File: config.mk
export PLATFORM = sky130hd
export DESIGN_NAME = eia_ctrl
export DESIGN_NICKNAME = d
export VERILOG_FILES = /design/src/design/eia_pkg.sv /design/src/design/eia_ctrl.sv
export SDC_FILE = /design/constraint.sdc
export NUM_CORES = 1
export LEC_CHECK = 0
export BUFFER_PORTS_ARGS = -buffer_cell sky130_fd_sc_hd__buf_2
export CAP_MARGIN = 0
export CORE_AREA = 2 2 39 41
export CTS_CLUSTER_DIAMETER = 80
export CTS_CLUSTER_SIZE = 40
export DETAILED_ROUTE_END_ITERATION = 8
export DIE_AREA = 0 0 41 43
export PLACE_DENSITY_LB_ADDON = 0.15
export SLEW_MARGIN = 15
export SYNTH_ARGS = -nofsm -noshare
export SYNTH_HDL_FRONTEND = slang
export SYNTH_SLANG_ARGS = --single-unit
export TNS_END_PERCENT = 10
File: constraint.sdc
create_clock -name clk -period 1.7 [get_ports clk]
set_clock_uncertainty 0.2 [all_clocks]
set_input_delay 0.425 -clock clk [delete_from_list [all_inputs] [get_ports clk]]
set_output_delay 0.425 -clock clk [all_outputs]
set_load 0.03 [all_outputs]
File: src/design/eia_pkg.sv
package eia_pkg;

  localparam int unsigned ID_CAPACITY_DEF    = 1024;
  localparam int unsigned SIGNATURE_BITS_DEF = 32;

  localparam int unsigned ID_W     = 10;
  localparam int unsigned SIG_IO_W = 32;
  localparam int unsigned STAT_W   = 2;
  localparam int unsigned LIVE_W   = 11;

  localparam logic [63:0] ERR_SIGNATURE = 64'd4056;

  typedef enum logic [1:0] {
    ACT_CREATE  = 2'd0,
    ACT_DESTROY = 2'd1,
    ACT_SET     = 2'd2,
    ACT_GET     = 2'd3
  } action_t;

  typedef enum logic [1:0] {
    STAT_OK         = 2'd0,
    STAT_NO_FREE    = 2'd1,
    STAT_RANGE      = 2'd2,
    STAT_NONE_LIVING = 2'd3
  } status_t;

  typedef struct packed {
    logic clear;
    logic load;
    logic commit;
  } eia_cmd_t;

  typedef struct packed {
    logic clear_last;
  } eia_sts_t;

endpackage

File: src/design/eia_ctrl.sv
module eia_ctrl
  import eia_pkg::*;
(
  input  logic     clk,
  input  logic     rst,
  input  logic     s_tvalid,
  output logic     s_tready,
  output logic     m_tvalid,
  input  logic     m_tready,
  input  eia_sts_t sts,
  output eia_cmd_t cmd
);

  typedef enum logic [2:0] {
    ST_CLEAR = 3'b001,
    ST_IDLE  = 3'b010,
    ST_EXEC  = 3'b100
  } state_t;

  state_t state;
  state_t state_next;
  logic   out_valid;
  logic   out_free;

  assign out_free = !out_valid || m_tready;
  assign s_tready = (state == ST_IDLE);
  assign m_tvalid = out_valid;

  always_comb begin
    state_next = state;
    cmd        = '0;
    case (state)
      ST_CLEAR: begin
        cmd.clear = 1'b1;
        if (sts.clear_last) state_next = ST_IDLE;
      end
      ST_IDLE: begin
        if (s_tvalid) begin
          cmd.load   = 1'b1;
          state_next = ST_EXEC;
        end
      end
      ST_EXEC: begin
        // hold the read data until the output register can take the word
        if (out_free) begin
          cmd.commit = 1'b1;
          state_next = ST_IDLE;
        end
      end
      default: state_next = ST_CLEAR;
    endcase
  end

  always_ff @(posedge clk) begin
    if (rst) begin
      state     <= ST_CLEAR;
      out_valid <= 1'b0;
    end else begin
      state <= state_next;
      if (cmd.commit) out_valid <= 1'b1;
      else if (m_tready) out_valid <= 1'b0;
    end
  end

endmodule

After elaboration in Yosys (flattened, before gate mapping)

Index checks and enable logic that the tools add are counted.

Reductions and logical operators: 4
Muxes and demuxes: 11
Equal/unequal tests: 6

Operators by type and width:

| operator                                       | count |
|---|---|
| two-way mux 3 bit                              | 3 |
| one-hot mux 3 bit (3 select lines)             | 1 |
| two-way mux 1 bit                              | 7 |
| inequality test 2 bit (second input constant)  | 3 |
| == test 3 x 1 -> 1 bit (second input constant) | 1 |
| == test 3 x 2 -> 1 bit (second input constant) | 1 |
| == test 3 bit (second input constant)          | 1 |
| AND reduction 3 bit                            | 1 |
| nonzero test 2 bit                             | 1 |
| logical NOT 1 bit                              | 1 |
| logical OR 1 bit                               | 1 |

Register bits: 4
Input bits: 5
Output and inout port bits: 5

Depth between registers and ports, before layout

Word-level depth: 5
Mapped depth: 3
Depth with buffers taken out: 3

Least setup slack after synthesis

No wires, ideal clock.

Kind: register -> output
Start point: reg state[1]
End point: out cmd[1] (netlist name)
Setup slack: -0.299 ns
Arrival time: 1.374 ns
Buffers on the path: 0
Stages on the path, launching flop included: 4
Data required time: 1.075 ns
Cells stage by stage: dfxtp_1 > nand2b_1 > nor2_1 > and2_1

RTL lines:

| item                     | line           | text |
|---|---|---|
| start: declaration       | eia_ctrl.sv:20 | `state_t state;` |
| start signal: assignment | eia_ctrl.sv:59 | `state <= state_next;` |
| end: declaration         | eia_ctrl.sv:11 | `output eia_cmd_t cmd` |

==> run_results.csv <==
group,metric,value,unit
synth,syn_area_per_cell,9.248,µm²
detailed_routing,wl_per_cell,9.054,µm
placed_design,placed_area,306.5,µm²
sta,min_period,1.709,ns
sta,rsz0062_at_grt,"true",
global_routing,grt_pass1_wl,828,µm
detailed_routing,vias,217,
placed_design,place_congestion,0.7165,
sta,finalMaxSlewViolations,0,
cells_and_area,post-route-cell-area,394.1,µm²
clocking,clock_path_buffers,2,
cells_and_area,diodes,0,
detailed_routing,dr.pass1.iters,1,
placed_design,dpl.hpwl,380.7,µm
clocking,root_buffer,"clkbuf_4",
detailed_routing,drc,0,
global_routing,grt-ovfl-total,0,
synth,yosys_register_bits,4,
synth,post-synth-top-area-cell,"dfxtp_1",
sta,worstMarginPinSlew,0.2718,ns
synth,synth.cell_area,212.7,µm²
sta,finalHoldViolations,0,
placed_design,port_buffers,9,
synth,synthTopCellsByArea,"dfxtp_1, nor3b_4, nor4bb_2",
sta,final.setup.tns,-0.01309,ns
worst_setup_path,cp.required,1.07,ns
clocking,cts_max_level,1,
global_routing,grt_use_total,0.07222,
sta,worst_slack,-0.009281,ns
job,cap_violations,0,
cells_and_area,final_cell_mix,"buf_2, buf_4, clkbuf_4, dfxtp_4",
synth,yosys_warnings,0,
cells_and_area,nNetsFinal,47,
floorplan,start_util,0.1537,
worst_setup_path,r2r_cells,3,
worst_setup_path,end_kind,"output pin",
clocking,numCtsBuffers,3,
cells_and_area,layout-drive-gt1-share,0.6750,
power_and_ir_drop,power_leakage,0.1826,nW
sta,setup_viol,2,
worst_setup_path,critical_path_arrival,1.08,ns
global_routing,antenna_found_initial,0,
floorplan,core,1384,µm²
worst_setup_path,critical_path_class,"register to output pin",
run_status,status,"finished, violations left",
worst_hold_path,worstHoldPathType,"input port to register",
worst_setup_path,crit_fanout,4,
synth,synth_top_area_frac,0.3765,
clocking,clock_sinks,4,
detailed_routing,drt_iter0_markers,0,
detailed_routing,viasPerCell,3.875,
clocking,cts_tree,"done",
synth,yosysSeqAreaShare,0.3765,
global_routing,grt_pass1_vias,233,
power_and_ir_drop,irDropWorstVdd,0.1989,mV
worst_hold_path,holdPathStages,2,
detailed_routing,finalWirelength,507,µm
global_routing,grt_max_degree,7,
clocking,clkLatencyLatePin,0.23,ns
sta,relSlewSlack,0.8162,
power_and_ir_drop,p_per_area,659.3,nW/µm²
synth,postSynthNetCount,28,
floorplan,boundaryPins,10,
detailed_routing,drtAntennaViolNets,0,
floorplan,rows,14,
sta,timing.final.crit_share,1.005,
worst_setup_path,cp-start-kind,"register",
synth,synthCells,23,
synth,yosys.cell_types.count,15,
sta,fmax,585.0,MHz
run_status,violations,"setup timing",
clocking,path_clk_slew,0.04,ns
floorplan,die_area,1763,µm²
cells_and_area,area_growth_syn_to_layout,85.29,%
floorplan,die_x,41,µm
floorplan,die_h,43,µm
-- what timing repair did --
action                                 CTS  global route
hold buffers                             0             0
setup buffers                            2             0
gates resized for setup                 15             1
endpoints found under the hold margin    0             0
setup endpoints to repair                4             4
pin swaps                                4             1
-- synthesized netlist by cell type (all sizes together) --
| cell type | n |
|---|---|
| nor4bb | 1 |
| inv | 2 |
| o31ai | 1 |
| nand2b | 1 |
| and2 | 1 |
| dfxtp | 4 |
| a21oi | 1 |
| and3b | 1 |
| nor3b | 2 |
| nor3 | 2 |
| a31oi | 1 |
| o31a | 1 |
| nor2 | 3 |
| nor2b | 2 |
-- through the flow --
| stage | std cells | util | power (mW) | worst slack (ns) | hold slack (ns) |
|---|---|---|---|---|---|
| after detailed placement | 51 | 0.2215 | 0.1394 | 0.04791 | 0.3529 |
| after floorplan | 23 | - | 0.1266 | -0.07575 | 0.2943 |
| after global placement | 51 | 0.2215 | 0.1395 | 0.03824 | 0.3635 |
| after global routing | 56 | 0.2848 | 0.2743 | -0.05560 | 0.2133 |
| final | 56 | 0.2848 | 0.2599 | -0.009281 | 0.2025 |
| after CTS | 56 | 0.2812 | 0.2693 | -0.03819 | 0.1883 |
-- critical path, stage by stage, from the launching register on --
cell and delay, ns:
dfxtp_4 0.36, nor3b_4 0.20, nor2b_4 0.17, buf_6 0.13
-- final timing paths --
kind	from	to	slack, ns
setup reg to reg	state[2]$_SDFFE_PP0P_	state[1]$_SDFFE_PP0P_	0.44
hold / removal	rst	state[2]$_SDFFE_PP0P_	0.20
hold reg to reg	state[0]$_SDFFE_PP1P_	state[2]$_SDFFE_PP0P_	0.35
setup / recovery	state[2]$_SDFFE_PP0P_	cmd[0]	-0.009
-- layout make-up --
type                            instances  area [µm²]
Clock buffer                            3       22.52
Fill cell                             156       989.7
Inverter                                2       7.507
Multi-Input combinational cell         17       155.1
Sequential cell                         4       91.34
Tap cell                               16       20.02
Timing Repair Buffer                   14       97.59
-- cells by family (layout without fill, tap and decap cells) --
family / count (synthesis) / after routing / share of synthesized area
simple gates: 13 / 13 / 0.4589
compound gates: 4 / 4 / 0.1294
buf+inv: 2 / 19 / 0.03531
flops: 4 / 4 / 0.3765
-- flip-flops by register name, indices dropped and copies added (netlist names) --
signal and count:
m_tvalid 1, state 3
-- per-layer routing --
metal / share of wire / global-route usage / vias to the layer above
met2: 0.56 / 0.1156 / 4
met3: 0.049 / 0.01571 / 0
met5: 0 / 0 / -
met1: 0.39 / 0.06410 / 97
met4: 0 / 0.08000 / 0
li1: - / - / 116
-- power by group --
group / switching (mW) / internal (mW) / total, mW
sequential: 0.00752 / 0.0964 / 0.104
clock: 0.0355 / 0.0787 / 0.114
combinational: 0.0191 / 0.0226 / 0.0418
total: 0.0621 / 0.198 / 0.260
Note: power is estimated with default switching activity, not from simulation.
